[src/design/log_block_ack_nack_receiver_macros.svh]
// Assertion macros shared by the log block ack/nack receiver RTL.
// No dependencies; included by the modules that carry assertions.
`ifndef LOG_BLOCK_ACK_NACK_RECEIVER_MACROS_SVH
`define LOG_BLOCK_ACK_NACK_RECEIVER_MACROS_SVH

// Same-cycle implication, held off while reset is asserted.
`define LBANR_ASSERT_IMP(label, clk, rst_n, ante, cons) \
    label: assert property (@(posedge clk) disable iff (!rst_n) (ante) |-> (cons)) \
        else $error("%m: assertion failed");

// Next-cycle implication, held off while reset is asserted.
`define LBANR_ASSERT_NEXT(label, clk, rst_n, ante, cons) \
    label: assert property (@(posedge clk) disable iff (!rst_n) (ante) |=> (cons)) \
        else $error("%m: assertion failed");

`endif

[src/design/lbanr_pkg.sv]
// Types and constants of the log block ack/nack receiver.
// No dependencies; imported by the top level, the front end and the back end.
package lbanr_pkg;

    localparam int SEQ_W      = 32;
    localparam int ACTION_W   = 3;
    localparam int KIND_W     = 2;
    localparam int GAP_W      = 8;
    localparam int BURST_W    = 5;
    localparam int SIL_W      = 16;
    localparam int CFG_IDX_W  = 2;
    localparam int CFG_DATA_W = 16;

    // input actions
    localparam logic [ACTION_W-1:0] ACT_DATA    = 3'd0;
    localparam logic [ACTION_W-1:0] ACT_DRAIN   = 3'd1;
    localparam logic [ACTION_W-1:0] ACT_SILENCE = 3'd2;
    localparam logic [ACTION_W-1:0] ACT_POLL    = 3'd3;
    localparam logic [ACTION_W-1:0] ACT_STOP    = 3'd4;

    // response kinds
    localparam logic [KIND_W-1:0] KIND_ACK   = 2'd0;
    localparam logic [KIND_W-1:0] KIND_NACK  = 2'd1;
    localparam logic [KIND_W-1:0] KIND_START = 2'd2;
    localparam logic [KIND_W-1:0] KIND_STOP  = 2'd3;

    // configuration register indexes
    localparam logic [CFG_IDX_W-1:0] CFG_GAP_NACK = 2'd0;
    localparam logic [CFG_IDX_W-1:0] CFG_BURST    = 2'd1;
    localparam logic [CFG_IDX_W-1:0] CFG_SILENCE  = 2'd2;

    localparam logic [GAP_W-1:0]   GAP_RST   = 8'd20;
    localparam logic [BURST_W-1:0] BURST_RST = 5'd5;
    localparam logic [SIL_W-1:0]   SIL_RST   = 16'd100;
    localparam logic [BURST_W-1:0] BURST_MAX = 5'd16;
    localparam logic [SIL_W-1:0]   SIL_SAT   = 16'hFFFF;

    typedef struct packed {
        logic [GAP_W-1:0]   gap_nack_limit;
        logic [BURST_W-1:0] burst_limit;
        logic [SIL_W-1:0]   silence_limit;
    } cfg_t;

    typedef struct packed {
        logic [ACTION_W-1:0] action;
        logic [SEQ_W-1:0]    seq;
    } cmd_t;

    typedef struct packed {
        logic [KIND_W-1:0] kind;
        logic [SEQ_W-1:0]  seq;
        logic              last;
        logic              ovf;
    } result_t;

endpackage

[src/design/log_block_ack_nack_receiver.sv]
// Top level of the log block ack/nack receiver: configuration registers,
// front end, command queue and back end. Depends on lbanr_pkg, lbanr_front, lbanr_back.
//
// Receiver side of a numbered-block log transfer. Input beats enter through a
// push/full queue interface and are decoded by the front end into a two-entry
// command queue; the back end works through one command at a time and writes
// responses into a two-beat result buffer read through empty/pop. Under the single
// back-end sequencer, a data block queues its ack, then a nack for each number
// in the gap (at most 254); a drain reads each response through the registered
// read of the response RAM and writes it out, up to 16 per drain; a poll outside
// a session writes a stop and/or start beat; silence ticks and stop requests are
// handled in the idle state, and unknown actions are dropped by the front without
// reaching the back end. The front registers each command in its queue, and a
// full result buffer stalls the back end only where it has a result beat to write.
// Responses that find the QUEUE_DEPTH-entry response queue full are dropped and
// set the sticky queue_overflowed flag, which only reset clears. Configuration
// must be written while the block is idle.
module log_block_ack_nack_receiver
    import lbanr_pkg::*;
#(
    parameter int QUEUE_DEPTH = 64
) (
    input  logic                  clk,
    input  logic                  rst_n,
    // input beats
    input  logic                  push,
    output logic                  full,
    input  logic [ACTION_W-1:0]   action,
    input  logic [SEQ_W-1:0]      block_seqno,
    // result beats
    output logic                  empty,
    input  logic                  pop,
    output logic [KIND_W-1:0]     kind,
    output logic [SEQ_W-1:0]      resp_seqno,
    output logic                  last,
    output logic                  queue_overflowed,
    // configuration writes
    input  logic                  cfg_we,
    input  logic [CFG_IDX_W-1:0]  cfg_index,
    input  logic [CFG_DATA_W-1:0] cfg_data
);

    cfg_t    cfg_reg;
    logic    cmd_valid, cmd_pop;
    cmd_t    cmd;
    result_t res;

    // register writes; indexes beyond the list are ignored
    always_ff @(posedge clk or negedge rst_n)
    begin
        if (!rst_n)
        begin
            cfg_reg.gap_nack_limit <= GAP_RST;
            cfg_reg.burst_limit    <= BURST_RST;
            cfg_reg.silence_limit  <= SIL_RST;
        end
        else if (cfg_we)
        begin
            unique case (cfg_index)
                CFG_GAP_NACK: cfg_reg.gap_nack_limit <= cfg_data[GAP_W-1:0];
                CFG_BURST:    cfg_reg.burst_limit    <= cfg_data[BURST_W-1:0];
                CFG_SILENCE:  cfg_reg.silence_limit  <= cfg_data[SIL_W-1:0];
                default:
                begin
                end
            endcase
        end
    end

    lbanr_front u_front (
        .clk         (clk),
        .rst_n       (rst_n),
        .push        (push),
        .action      (action),
        .block_seqno (block_seqno),
        .full        (full),
        .cmd_valid   (cmd_valid),
        .cmd         (cmd),
        .cmd_pop     (cmd_pop)
    );

    lbanr_back #(
        .QUEUE_DEPTH (QUEUE_DEPTH)
    ) u_back (
        .clk       (clk),
        .rst_n     (rst_n),
        .cfg       (cfg_reg),
        .cmd_valid (cmd_valid),
        .cmd       (cmd),
        .cmd_pop   (cmd_pop),
        .res       (res),
        .res_empty (empty),
        .res_pop   (pop)
    );

    assign kind             = res.kind;
    assign resp_seqno       = res.seq;
    assign last             = res.last;
    assign queue_overflowed = res.ovf;

endmodule

[src/design/lbanr_ram.sv]
// Generic single-write, single-read RAM with registered read data.
// No dependencies; holds the response queue of the receiver.
module lbanr_ram #(
    parameter int WIDTH = 33,
    parameter int DEPTH = 64
) (
    input  logic                     clk,
    input  logic                     we,
    input  logic [$clog2(DEPTH)-1:0] waddr,
    input  logic [WIDTH-1:0]         wdata,
    input  logic                     re,
    input  logic [$clog2(DEPTH)-1:0] raddr,
    output logic [WIDTH-1:0]         rdata
);

    logic [WIDTH-1:0] mem [DEPTH];

    always_ff @(posedge clk)
    begin
        if (we)
        begin
            mem[waddr] <= wdata;
        end
        if (re)
        begin
            rdata <= mem[raddr];
        end
    end

endmodule

[src/design/lbanr_front.sv]
// Front end: takes input beats, drops unknown actions, queues commands.
// Depends on lbanr_pkg.
module lbanr_front
    import lbanr_pkg::*;
(
    input  logic                clk,
    input  logic                rst_n,
    input  logic                push,
    input  logic [ACTION_W-1:0] action,
    input  logic [SEQ_W-1:0]    block_seqno,
    output logic                full,
    output logic                cmd_valid,
    output cmd_t                cmd,
    input  logic                cmd_pop
);

    cmd_t       slot_reg [2];
    logic       wr_ptr_reg, wr_ptr_next;
    logic       rd_ptr_reg, rd_ptr_next;
    logic [1:0] cnt_reg, cnt_next;
    logic       accept, keep, take;

    assign full      = (cnt_reg == 2'd2);
    assign cmd_valid = (cnt_reg != 2'd0);
    assign cmd       = slot_reg[rd_ptr_reg];

    assign accept = push && !full;
    // actions above stop are accepted and dropped here
    assign keep   = accept && (action <= ACT_STOP);
    assign take   = cmd_pop && cmd_valid;

    always_comb
    begin
        wr_ptr_next = keep ? ~wr_ptr_reg : wr_ptr_reg;
        rd_ptr_next = take ? ~rd_ptr_reg : rd_ptr_reg;
        cnt_next    = cnt_reg;
        if (keep && !take)
        begin
            cnt_next = cnt_reg + 2'd1;
        end
        else if (take && !keep)
        begin
            cnt_next = cnt_reg - 2'd1;
        end
    end

    always_ff @(posedge clk)
    begin
        if (keep)
        begin
            slot_reg[wr_ptr_reg] <= '{action: action, seq: block_seqno};
        end
    end

    always_ff @(posedge clk or negedge rst_n)
    begin
        if (!rst_n)
        begin
            wr_ptr_reg <= 1'b0;
            rd_ptr_reg <= 1'b0;
            cnt_reg    <= 2'd0;
        end
        else
        begin
            wr_ptr_reg <= wr_ptr_next;
            rd_ptr_reg <= rd_ptr_next;
            cnt_reg    <= cnt_next;
        end
    end

endmodule

[src/design/lbanr_back.sv]
// Back end: session state, response queue in RAM, drain and poll sequencing,
// and a two-beat result buffer. Depends on lbanr_pkg, lbanr_ram and the macros.
`include "log_block_ack_nack_receiver_macros.svh"

module lbanr_back
    import lbanr_pkg::*;
#(
    parameter int QUEUE_DEPTH = 64
) (
    input  logic    clk,
    input  logic    rst_n,
    input  cfg_t    cfg,
    input  logic    cmd_valid,
    input  cmd_t    cmd,
    output logic    cmd_pop,
    output result_t res,
    output logic    res_empty,
    input  logic    res_pop
);

    localparam int PTR_W  = $clog2(QUEUE_DEPTH);
    localparam int CNT_W  = $clog2(QUEUE_DEPTH + 1);
    localparam int RESP_W = SEQ_W + 1;
    localparam logic [CNT_W-1:0] DEPTH_CNT = CNT_W'(QUEUE_DEPTH);
    localparam logic [PTR_W-1:0] LAST_PTR  = PTR_W'(QUEUE_DEPTH - 1);

    localparam logic [2:0] ST_IDLE       = 3'd0;
    localparam logic [2:0] ST_DATA       = 3'd1;
    localparam logic [2:0] ST_NACK       = 3'd2;
    localparam logic [2:0] ST_DRAIN      = 3'd3;
    localparam logic [2:0] ST_DRAIN_OUT  = 3'd4;
    localparam logic [2:0] ST_POLL_STOP  = 3'd5;
    localparam logic [2:0] ST_POLL_START = 3'd6;

    logic [2:0]        state_reg, state_next;
    logic              active_reg, active_next;
    logic              seen_reg, seen_next;
    logic [SEQ_W-1:0]  highest_reg, highest_next;
    logic [SIL_W-1:0]  silence_reg, silence_next;
    logic [PTR_W-1:0]  head_reg, head_next;
    logic [PTR_W-1:0]  tail_reg, tail_next;
    logic [CNT_W-1:0]  count_reg, count_next;
    logic              ovf_reg, ovf_next;
    logic [SEQ_W-1:0]  seq_reg, seq_next;
    logic [SEQ_W-1:0]  nack_reg, nack_next;
    logic [BURST_W-1:0] limit_reg, limit_next;
    logic [BURST_W-1:0] sent_reg, sent_next;
    logic              dlast_reg, dlast_next;

    result_t           ob_slot_reg [2];
    logic              ob_wr_reg, ob_rd_reg;
    logic [1:0]        ob_cnt_reg;
    logic              ob_push, ob_take, ob_space;
    result_t           ob_data;

    logic              enq_valid, enq_ack;
    logic [SEQ_W-1:0]  enq_seq;
    logic              ram_we, ram_re;
    logic [RESP_W-1:0] ram_rdata;

    logic [SEQ_W-1:0]  gap, first_nack, nack_inc;
    logic              fwd, nack_ok;
    logic [SIL_W-1:0]  sil_inc;
    logic [BURST_W-1:0] burst_eff, sent_inc;

    assign gap        = seq_reg - highest_reg;
    assign fwd        = seq_reg > highest_reg;
    assign nack_ok    = fwd && (gap <= {{(SEQ_W-GAP_W){1'b0}}, cfg.gap_nack_limit});
    assign first_nack = highest_reg + 32'd1;
    assign nack_inc   = nack_reg + 32'd1;
    assign sil_inc    = (silence_reg != SIL_SAT) ? silence_reg + 16'd1 : silence_reg;
    assign burst_eff  = (cfg.burst_limit > BURST_MAX) ? BURST_MAX : cfg.burst_limit;
    assign sent_inc   = sent_reg + 5'd1;
    assign ob_space   = (ob_cnt_reg != 2'd2);

    always_comb
    begin
        state_next   = state_reg;
        active_next  = active_reg;
        seen_next    = seen_reg;
        highest_next = highest_reg;
        silence_next = silence_reg;
        head_next    = head_reg;
        tail_next    = tail_reg;
        count_next   = count_reg;
        ovf_next     = ovf_reg;
        seq_next     = seq_reg;
        nack_next    = nack_reg;
        limit_next   = limit_reg;
        sent_next    = sent_reg;
        dlast_next   = dlast_reg;
        cmd_pop      = 1'b0;
        enq_valid    = 1'b0;
        enq_ack      = 1'b0;
        enq_seq      = seq_reg;
        ram_we       = 1'b0;
        ram_re       = 1'b0;
        ob_push      = 1'b0;
        ob_data      = '{kind: KIND_ACK, seq: '0, last: 1'b0, ovf: ovf_reg};

        unique case (state_reg)
            ST_IDLE:
            begin
                if (cmd_valid)
                begin
                    cmd_pop  = 1'b1;
                    seq_next = cmd.seq;
                    unique case (cmd.action)
                        ACT_DATA:
                        begin
                            state_next = ST_DATA;
                        end
                        ACT_DRAIN:
                        begin
                            limit_next = burst_eff;
                            sent_next  = '0;
                            state_next = ST_DRAIN;
                        end
                        ACT_SILENCE:
                        begin
                            if (active_reg)
                            begin
                                if (sil_inc >= cfg.silence_limit)
                                begin
                                    active_next  = 1'b0;
                                    silence_next = '0;
                                end
                                else
                                begin
                                    silence_next = sil_inc;
                                end
                            end
                        end
                        ACT_POLL:
                        begin
                            if (!active_reg)
                            begin
                                state_next = seen_reg ? ST_POLL_STOP : ST_POLL_START;
                            end
                        end
                        ACT_STOP:
                        begin
                            if (active_reg)
                            begin
                                active_next  = 1'b0;
                                silence_next = '0;
                            end
                        end
                        default:
                        begin
                        end
                    endcase
                end
            end
            ST_DATA:
            begin
                if (!active_reg && (seq_reg != '0))
                begin
                    // outside a session only block zero counts
                    state_next = ST_IDLE;
                end
                else
                begin
                    active_next  = 1'b1;
                    seen_next    = 1'b1;
                    enq_valid    = 1'b1;
                    enq_ack      = 1'b1;
                    enq_seq      = seq_reg;
                    silence_next = '0;
                    nack_next    = first_nack;
                    if (fwd)
                    begin
                        highest_next = seq_reg;
                    end
                    state_next = (nack_ok && (first_nack != seq_reg)) ? ST_NACK : ST_IDLE;
                end
            end
            ST_NACK:
            begin
                enq_valid = 1'b1;
                enq_ack   = 1'b0;
                enq_seq   = nack_reg;
                nack_next = nack_inc;
                if (nack_inc == seq_reg)
                begin
                    state_next = ST_IDLE;
                end
            end
            ST_DRAIN:
            begin
                if ((count_reg == '0) || (sent_reg == limit_reg))
                begin
                    state_next = ST_IDLE;
                end
                else
                begin
                    ram_re     = 1'b1;
                    dlast_next = (sent_inc == limit_reg) || (count_reg == CNT_W'(1));
                    state_next = ST_DRAIN_OUT;
                end
            end
            ST_DRAIN_OUT:
            begin
                if (ob_space)
                begin
                    ob_push    = 1'b1;
                    ob_data    = '{kind: ram_rdata[SEQ_W] ? KIND_ACK : KIND_NACK,
                                   seq:  ram_rdata[SEQ_W-1:0],
                                   last: dlast_reg,
                                   ovf:  ovf_reg};
                    tail_next  = (tail_reg == LAST_PTR) ? '0 : tail_reg + PTR_W'(1);
                    count_next = count_reg - CNT_W'(1);
                    sent_next  = sent_inc;
                    state_next = ST_DRAIN;
                end
            end
            ST_POLL_STOP:
            begin
                if (ob_space)
                begin
                    ob_push    = 1'b1;
                    ob_data    = '{kind: KIND_STOP, seq: '0, last: 1'b0, ovf: ovf_reg};
                    state_next = ST_POLL_START;
                end
            end
            ST_POLL_START:
            begin
                if (ob_space)
                begin
                    ob_push    = 1'b1;
                    ob_data    = '{kind: KIND_START, seq: '0, last: 1'b1, ovf: ovf_reg};
                    state_next = ST_IDLE;
                end
            end
            default:
            begin
                state_next = ST_IDLE;
            end
        endcase

        // enqueue never coincides with a dequeue
        if (enq_valid)
        begin
            if (count_reg == DEPTH_CNT)
            begin
                ovf_next = 1'b1;
            end
            else
            begin
                ram_we     = 1'b1;
                head_next  = (head_reg == LAST_PTR) ? '0 : head_reg + PTR_W'(1);
                count_next = count_reg + CNT_W'(1);
            end
        end
    end

    lbanr_ram #(
        .WIDTH (RESP_W),
        .DEPTH (QUEUE_DEPTH)
    ) u_resp_ram (
        .clk   (clk),
        .we    (ram_we),
        .waddr (head_reg),
        .wdata ({enq_ack, enq_seq}),
        .re    (ram_re),
        .raddr (tail_reg),
        .rdata (ram_rdata)
    );

    // result buffer
    assign res_empty = (ob_cnt_reg == 2'd0);
    assign res       = ob_slot_reg[ob_rd_reg];
    assign ob_take   = res_pop && !res_empty;

    always_ff @(posedge clk)
    begin
        if (ob_push)
        begin
            ob_slot_reg[ob_wr_reg] <= ob_data;
        end
        seq_reg   <= seq_next;
        nack_reg  <= nack_next;
        limit_reg <= limit_next;
        sent_reg  <= sent_next;
        dlast_reg <= dlast_next;
    end

    always_ff @(posedge clk or negedge rst_n)
    begin
        if (!rst_n)
        begin
            state_reg   <= ST_IDLE;
            active_reg  <= 1'b0;
            seen_reg    <= 1'b0;
            highest_reg <= '0;
            silence_reg <= '0;
            head_reg    <= '0;
            tail_reg    <= '0;
            count_reg   <= '0;
            ovf_reg     <= 1'b0;
            ob_wr_reg   <= 1'b0;
            ob_rd_reg   <= 1'b0;
            ob_cnt_reg  <= 2'd0;
        end
        else
        begin
            state_reg   <= state_next;
            active_reg  <= active_next;
            seen_reg    <= seen_next;
            highest_reg <= highest_next;
            silence_reg <= silence_next;
            head_reg    <= head_next;
            tail_reg    <= tail_next;
            count_reg   <= count_next;
            ovf_reg     <= ovf_next;
            if (ob_push)
            begin
                ob_wr_reg <= ~ob_wr_reg;
            end
            if (ob_take)
            begin
                ob_rd_reg <= ~ob_rd_reg;
            end
            if (ob_push && !ob_take)
            begin
                ob_cnt_reg <= ob_cnt_reg + 2'd1;
            end
            else if (ob_take && !ob_push)
            begin
                ob_cnt_reg <= ob_cnt_reg - 2'd1;
            end
        end
    end

    `LBANR_ASSERT_IMP(a_count_bound, clk, rst_n, 1'b1, count_reg <= DEPTH_CNT)
    `LBANR_ASSERT_IMP(a_read_nonempty, clk, rst_n, ram_re, count_reg != '0)
    `LBANR_ASSERT_NEXT(a_ovf_sticky, clk, rst_n, ovf_reg, ovf_reg)
    `LBANR_ASSERT_IMP(a_active_seen, clk, rst_n, active_reg, seen_reg)
    `LBANR_ASSERT_IMP(a_ob_no_overrun, clk, rst_n, ob_push, ob_cnt_reg != 2'd2)

endmodule

[config.mk]
export PLATFORM = sky130hd
export DESIGN_NAME = log_block_ack_nack_receiver
export DESIGN_NICKNAME = d
export VERILOG_FILES = /design/src/design/lbanr_pkg.sv /design/src/design/log_block_ack_nack_receiver.sv /design/src/design/lbanr_ram.sv /design/src/design/lbanr_front.sv /design/src/design/lbanr_back.sv
export VERILOG_INCLUDE_DIRS = /design/src /design/src/design
export SDC_FILE = /design/constraint.sdc
export NUM_CORES = 2
export LEC_CHECK = 0
export CORE_ASPECT_RATIO = 0.7
export CORE_MARGIN = 2
export CORE_UTILIZATION = 30
export CTS_CLUSTER_DIAMETER = 80
export CTS_CLUSTER_SIZE = 25
export DETAILED_ROUTE_END_ITERATION = 8
export DONT_BUFFER_PORTS = 1
export PLACE_DENSITY_LB_ADDON = 0.15
export SYNTH_ARGS = -nofsm -noshare
export SYNTH_HDL_FRONTEND = slang
export SYNTH_SLANG_ARGS = --single-unit
[constraint.sdc]
create_clock -name clk -period 4.91 [get_ports clk]
set_clock_uncertainty 0.1 [all_clocks]
set_input_delay 0.2455 -clock clk [delete_from_list [all_inputs] [get_ports clk]]
set_output_delay 0.2455 -clock clk [all_outputs]
set_load 0.005 [all_outputs]
# == After elaboration in Yosys (flattened, before gate mapping) ==
# Memory sizes are Yosys's and may differ from the RTL's. A register that Yosys moved wholly into a read port is not among the register bits.
# Cells that the tools add are included.
# op_classes
n_addsub,13
multipliers,0
n_div,0
magnitude_cmp,5
eq_ne,35
n_shift,0
n_mux,65
bitwise,7
n_reduce_logical,49
# op_table
operator,n
$mux W36,3
$pmux W36 S3,1
$mux W16,6
$add A32 B1 Y32 const B,2
$mux W32,2
$pmux W16 S2,2
$pmux W32 S2,1
$eq A32 B32 Y1,1
$gt A32 B32 Y1,1
$le A32 B8 Y1,1
$ne A32 B32 Y1,1
$reduce_bool A32 Y1,1
$sub A32 B32 Y32,1
$mux W7,4
$mux W3,8
$mux W1,21
$pmux W3 S7,1
$reduce_and A2 Y1,10
$add A16 B1 Y16 const B,1
$ge A16 B16 Y1,1
$ne A16 B16 Y1 const B,1
$mux W5,3
$add A6 B1 Y6 const B,2
$eq A3 B2 Y1 const B,4
other kinds (38),95
# word_totals
reg_bits,185
latchBits,0
mem_bits_rw,2254
romBits,0
inputBits,58
word_cells,200
mem_count,3
# mem_list
memory,words,width,read_ports,rd_ports_with_merged_regs,wr,line_no,rtl
u_back.u_resp_ram.mem,64,33,1,1,1,lbanr_ram.sv:16,logic [WIDTH-1:0] mem [DEPTH];
u_back.ob_slot_reg,2,36,1,0,1,lbanr_back.sv:50,result_t ob_slot_reg [2];
u_front.slot_reg,2,35,1,0,1,lbanr_front.sv:17,cmd_t slot_reg [2];

# == Depth between registers and ports, before layout ==
# logic_depth
ltp_word,8
ltp_mapped,19
ltp_nobuf,19

# == Hierarchy ==
# From an unflattened synthesis, not the netlist that was laid out.
# unflattened
cells_unflattened,5350
area_unflattened_um2,100579.0
# modules_own_cells
module,n_inst,cells_per_inst,area_each_um2,seq_area_each_um2
lbanr_ram,1,3598,81518.2,64411.8
lbanr_back,1,1561,15044.4,6341.1
lbanr_front,1,129,2897.8,2202.1
log_block_ack_nack_receiver,1,62,1118.6,734.5

# == Worst setup path after synthesis ==
# OpenSTA, ideal clock, no wires.
# synth_path
path_kind,register to register
from,register u_back.seq_reg[28]
to,"memory u_back.u_resp_ram.mem[61][0], enable pin"
t_arrival_ns,4.569
t_required_ns,4.387
setup_slack_ns,-0.182
path_stages_with_launch,11
path_buffers,2
synth_period_minus_slack_ns,5.092
cell_sequence,edfxtp_1 clkbuf_1 nor4_1 nand4_1 nor2_1 o21a_1 nor2_1 a31oi_1 clkbuf_1 nand4b_1 nor2_1
# synth_via
elab_chain_cells,7
# synth_rtl
element,line_no,rtl
"start, declared",lbanr_back.sv:44,"logic [SEQ_W-1:0] seq_reg, seq_next;"
"start signal, assigned",lbanr_back.sv:281,seq_reg <= seq_next;
$reduce_bool A32 Y1,lbanr_back.sv:157,if (!active_reg && (seq_reg != '0))
$logic_and A1 B1 Y1,lbanr_back.sv:157,
$mux W1,lbanr_back.sv:157,
$pmux W1 S2,lbanr_back.sv:101,unique case (state_reg)
$mux W1,lbanr_back.sv:242,if (enq_valid)
$mux W1,lbanr_ram.sv:20,if (we)
$mux W1 (implied by the code),lbanr_ram.sv:22,mem[waddr] <= wdata;
"end, declared",lbanr_ram.sv:16,
# Every way passes these cells.

# == Worst setup path in the final report ==
# layout_path
from,register u_back.seq_reg[4]
to,register u_back.state_reg[1]
# layout_via
elab_chain_cells,7
elab_cells_between_ends,14
# layout_rtl
element,line_no,rtl
$sub A32 B32 Y32,lbanr_back.sv:66,assign gap = seq_reg - highest_reg;
$le A32 B8 Y1,lbanr_back.sv:68,"assign nack_ok = fwd && (gap <= {{(SEQ_W-GAP_W){1'b0}}, cfg.gap_nack_limit});"
$logic_and A1 B1 Y1,lbanr_back.sv:68,
$logic_and A1 B1 Y1,lbanr_back.sv:175,state_next = (nack_ok && (first_nack != seq_reg)) ? ST_NACK : ST_IDLE;
$mux W2,lbanr_back.sv:175,
$mux W3,lbanr_back.sv:157,
$pmux W3 S7,lbanr_back.sv:101,
"end signal, assigned",lbanr_back.sv:307,state_reg <= state_next;
"end, declared",lbanr_back.sv:35,"logic [2:0] state_reg, state_next;"
# Several ways; a longest one is shown, not always the timed one.
# A chain may end at the register's enable or synchronous reset.

==> key figures <==
Outcome
  – Outcome: completed

Route
  – # DRC: 0
  – DR iter-0 viols: between 5000 and 6000
  – Final WL: between 200000 and 300000 um
  – Final ANT Viol Nets: 0
  – Routed vias: 50110
  – Detailed Routing Iterations Pass 1: 6
  – Drt wl/cell: ~30 um
  – Drt via density: 5.186

Setup path
  – Arr. time, crit path: 5320 ps
  – Worst Setup Start Kind: register
  – WS Path Type: register to register
  – CP Capture Type: register
  – WP data required: 5590 ps
  – Reg2Reg Depth: 15
  – Reg-to-Reg Start: u_back.seq_reg[4]$_DFFE_PP_
  – FF-to-FF End: u_back.state_reg[1]$_DFFE_PN0P_
  – Slowest stage cell, crit path: or4_1
  – Maximum fanout along the worst path: 4
  – Flop2flop setup slack: 270 ps
  – Worst path max stage delay: 460 ps
  – Critical path cell sequence: ha_1 > a21o_1 > or3_1 > o21ai_1 > xnor2_1 > ha_1 > nand4_1 > or3_1 > a221o_1 > a2111o_1 > or4_1 > a2111oi_2 > buf_4 > a31oi_1 > nor2_1

Global routing
  – Vias in the first global route: 50170
  – Initial antenna violation count: 50
  – GR met1 Demand/Resource: between 20% and 30%
  – GRT busiest layer: met1
  – Global-route wire length before repair: just over 400000 um
  – Tot GR Track Use: approximately 17%
  – Overflow after GRT: 0
  – GRT met2 Usage: about a quarter
  – Pin count of the biggest net entering global routing: 106
  – Met3 Use GR: 4.245%

Power
  – Comb pwr share: 34.0%
  – Pwr Density: 552.4 mW/mm^2
  – P_int: 41.42 mW
  – Clk pwr share: 20.1%
  – Sequential share of power: 45.9%
  – Largest vdd supply drop: approximately 0.00046 V
  – Psw: between 20 and 25 mW
  – Switching Share: about a third
  – Static Leak: 34.54 nW

Yosys
  – EDFF count, synth: around 2400
  – Sequential area share after synthesis: about three quarters
  – Yosys warning total: 0
  – Mapped Cells: a little under 5000
  – Synth Register Bits: around 2500
  – Synth async-reset ratio: 4.450%
  – Mapped cell area: 0.1002 sq mm
  – Cell variety after synth: 84
  – Synth Area per Inst: 20.33 sq um
  – Syn Nets: 5055
  – Ys flop type: edfxtp_1

Clock network
  – CTS clk-pin slew, worst paths: around 110 ps
  – CTS tree: yes
  – Clk buf depth: 4
  – Clock latency on the worst-skew pair: ~900 ps
  – CTS Buf Count: 138
  – Clock sinks: 2472
  – Clock root cell: clkbuf_16
  – H-tree levels: 4

STA
  – Final setup TNS: 0 ps
  – Slew Limit Fails: 0
  – Rel. slew slack: 12.91%
  – PnR worst setup slack: approximately 270 ps
  – Final Cycle Share: about 94%
  – Fmax: about 220 MHz
  – # setup viols final: 0
  – Unrepaired setup endpoints after global routing: false
  – Fin crit period: 4636 ps
  – Slew @ Worst Pin: 1306 ps
  – Final hold violation count: 0

Worst hold path
  – Min-delay src: cfg_data[4]
  – Hold-critical path depth: 2
  – Hold crit path type: primary input to register
  – Hold EP: cfg_reg[20]$_DFFE_PN0P_

Cells and area
  – Layout cells sized above 1: 26.73%
  – Synth-to-layout area growth: 14.26%
  – Layout Nets: between 5000 and 6000
  – Filler cells: 31000
  – Max reg flops: 2112
  – Post-Layout Inst Area: ~0.11 sq mm

Place
  – GPL Wtd Cong: 0.8482
  – Area post-placement: 0.1092 sq mm
  – # port buffers: 0
  – Dpl ws: -11.49 ps
  – Detailed Place HPWL: 184800 um

Die
  – Io pins: 96
  – Die Ht: 487.5 um
  – Initial Util: between 30 and 40%
  – Die X: 694.7 um
  – Die ar.: 0.3387 sq mm
  – Core Box Area: 0.3322 sq mm
  – FP Rows: between 150 and 200

Run
  – MaxCap Viol Count: 0
[metal layers]
metal  routed length (um)  part of all wire, %
met1               141800                   48
met2               124000                   42
met3                22100                  7.5
met4                 5182                  1.8
met5                  135                0.046
[area by class of cell]
class	count	area (sq um)	share of cell area [%]
diodes	12	30.03	0.02623
clock buffers	151	3566	3.115
clock inverters	40	520.5	0.4547
inverters	95	356.6	0.3115
multi-input cells	2104	25850	22.58
flip-flops and latches	2472	73710	64.39
well taps	4385	5487	4.793
repair buffers	402	4952	4.326
[kinds of logic after synthesis]
family,after synthesis,share of synthesized area (%)
and+or+nand+nor,687,3.391
adders and majority gates,69,0.8692
DFF,2472,73.55
AOI/OAI and AO/OA,358,2.290
buffers and inverters,352,1.331
xor gates and xnor gates,162,1.486
muxes,828,17.08
[critical path, delay by kind of cell, from the launching register on]
family	cells	cell delay (ps)
xor gates and xnor gates	1	100
DFF	1	410
AOI/OAI and AO/OA	6	1660
and+or+nand+nor	5	1400
adders and majority gates	2	690
buffers and inverters	1	210
[synth_stat cells, drive strengths merged, types with 5 or more instances]
cell type / instances / area share [%]
or4: 7 / 0.056
a31oi: 14 / 0.087
or2: 6 / 0.037
mux2: 121 / 1.4
nor3: 37 / 0.19
nand3: 51 / 0.26
nand3b: 14 / 0.10
dfstp: 7 / 0.18
and4: 14 / 0.12
and2: 40 / 0.25
mux4: 693 / 16
o311ai: 5 / 0.044
o2111ai: 7 / 0.061
nor2b: 14 / 0.087
a211oi: 10 / 0.075
xor2: 49 / 0.43
a21o: 25 / 0.19
a21boi: 5 / 0.037
nand4: 54 / 0.35
nor4: 29 / 0.19
o21ai: 113 / 0.56
nand2b: 16 / 0.10
ha: 68 / 0.85
buf: 56 / 0.22
mux2i: 14 / 0.14
o221ai: 5 / 0.044
xnor2: 108 / 0.94
a22oi: 5 / 0.037
a2111oi: 6 / 0.052
o31ai: 8 / 0.060
clkbuf: 201 / 0.75
and3: 18 / 0.11
a21oi: 80 / 0.40
nor2: 192 / 0.72
o211ai: 11 / 0.082
or3: 11 / 0.069
a311oi: 5 / 0.044
inv: 94 / 0.35
o21a: 9 / 0.067
o22ai: 7 / 0.044
dfrtp: 103 / 2.6
nand2: 173 / 0.65
edfxtp: 2362 / 71
[how the worst max path moves through the flow]
stage                                      start                                      to  cells after the start
2_1_floorplan       u_back.seq_reg[28]$_DFFE_PP_  u_back.u_resp_ram.mem[61][0]$_DFFE_PP_                     10
3_3_place_gp   u_back.highest_reg[2]$_DFFE_PN0P_         u_back.state_reg[1]$_DFFE_PN0P_                     16
3_5_place_dp   u_back.highest_reg[2]$_DFFE_PN0P_         u_back.state_reg[1]$_DFFE_PN0P_                     16
4_1_cts        u_back.highest_reg[2]$_DFFE_PN0P_         u_back.state_reg[1]$_DFFE_PN0P_                     16
5_1_grt              u_back.seq_reg[0]$_DFFE_PP_         u_back.state_reg[1]$_DFFE_PN0P_                     17
6_report             u_back.seq_reg[4]$_DFFE_PP_         u_back.state_reg[1]$_DFFE_PN0P_                     15
[power by group through the flow]
stage,combinational [mW],sequential [mW],clock (mW)
finish,21.5,29.0,12.7
global route,23.0,29.1,13.9
CTS,21.7,29.0,13.2
detailed placement,21.5,29.5,0
global placement,21.4,29.5,0
floorplan,12.4,29.0,0
[per-stage QoR]
step                      std cells  hold WS, ps  power (mW)  utilization (%)
final                          9661        93.41       63.24            34.46
after global placement         9349       -145.0       50.85            32.88
after detailed placement       9349       -144.7       51.04            32.88
after floorplan                4928       -150.1       41.47                -
after CTS                      9649       0.3929       63.95            34.45
after global routing           9651        49.31       66.09            34.45
[timing repair]
action	4_1_cts	5_1_grt
gates cloned	0	0
setup endpoints to repair	1	5
endpoints found under the hold margin	250	0
buffers inserted	0	0
pin swaps	0	0
gates resized for setup	1	4
hold buffers	109	0
[cells in the final DEF (no fill, tap or decap), drive strengths merged, types with 12 or more instances in the layout]
cell / Yosys / routed
nand2: 173 / 173
edfxtp: 2362 / 2362
clkinv: 1 / 21
nand2b: 16 / 16
and2: 40 / 40
and3: 18 / 18
a21o: 25 / 25
nand3b: 14 / 14
nand3: 51 / 51
dfrtp: 103 / 103
dlygate4sd3: 0 / 107
a21oi: 80 / 80
a31oi: 14 / 14
xnor2: 108 / 108
ha: 68 / 68
nand4: 54 / 54
nor2: 192 / 192
buf: 56 / 295
o21ai: 113 / 113
nor2b: 14 / 14
nor3: 37 / 37
and4: 14 / 14
xor2: 49 / 49
diode: 0 / 12
nor4: 29 / 29
inv: 94 / 108
mux2: 121 / 121
clkbuf: 201 / 151
mux4: 693 / 693
mux2i: 14 / 14
Note: power is estimated with default switching activity, not from simulation.
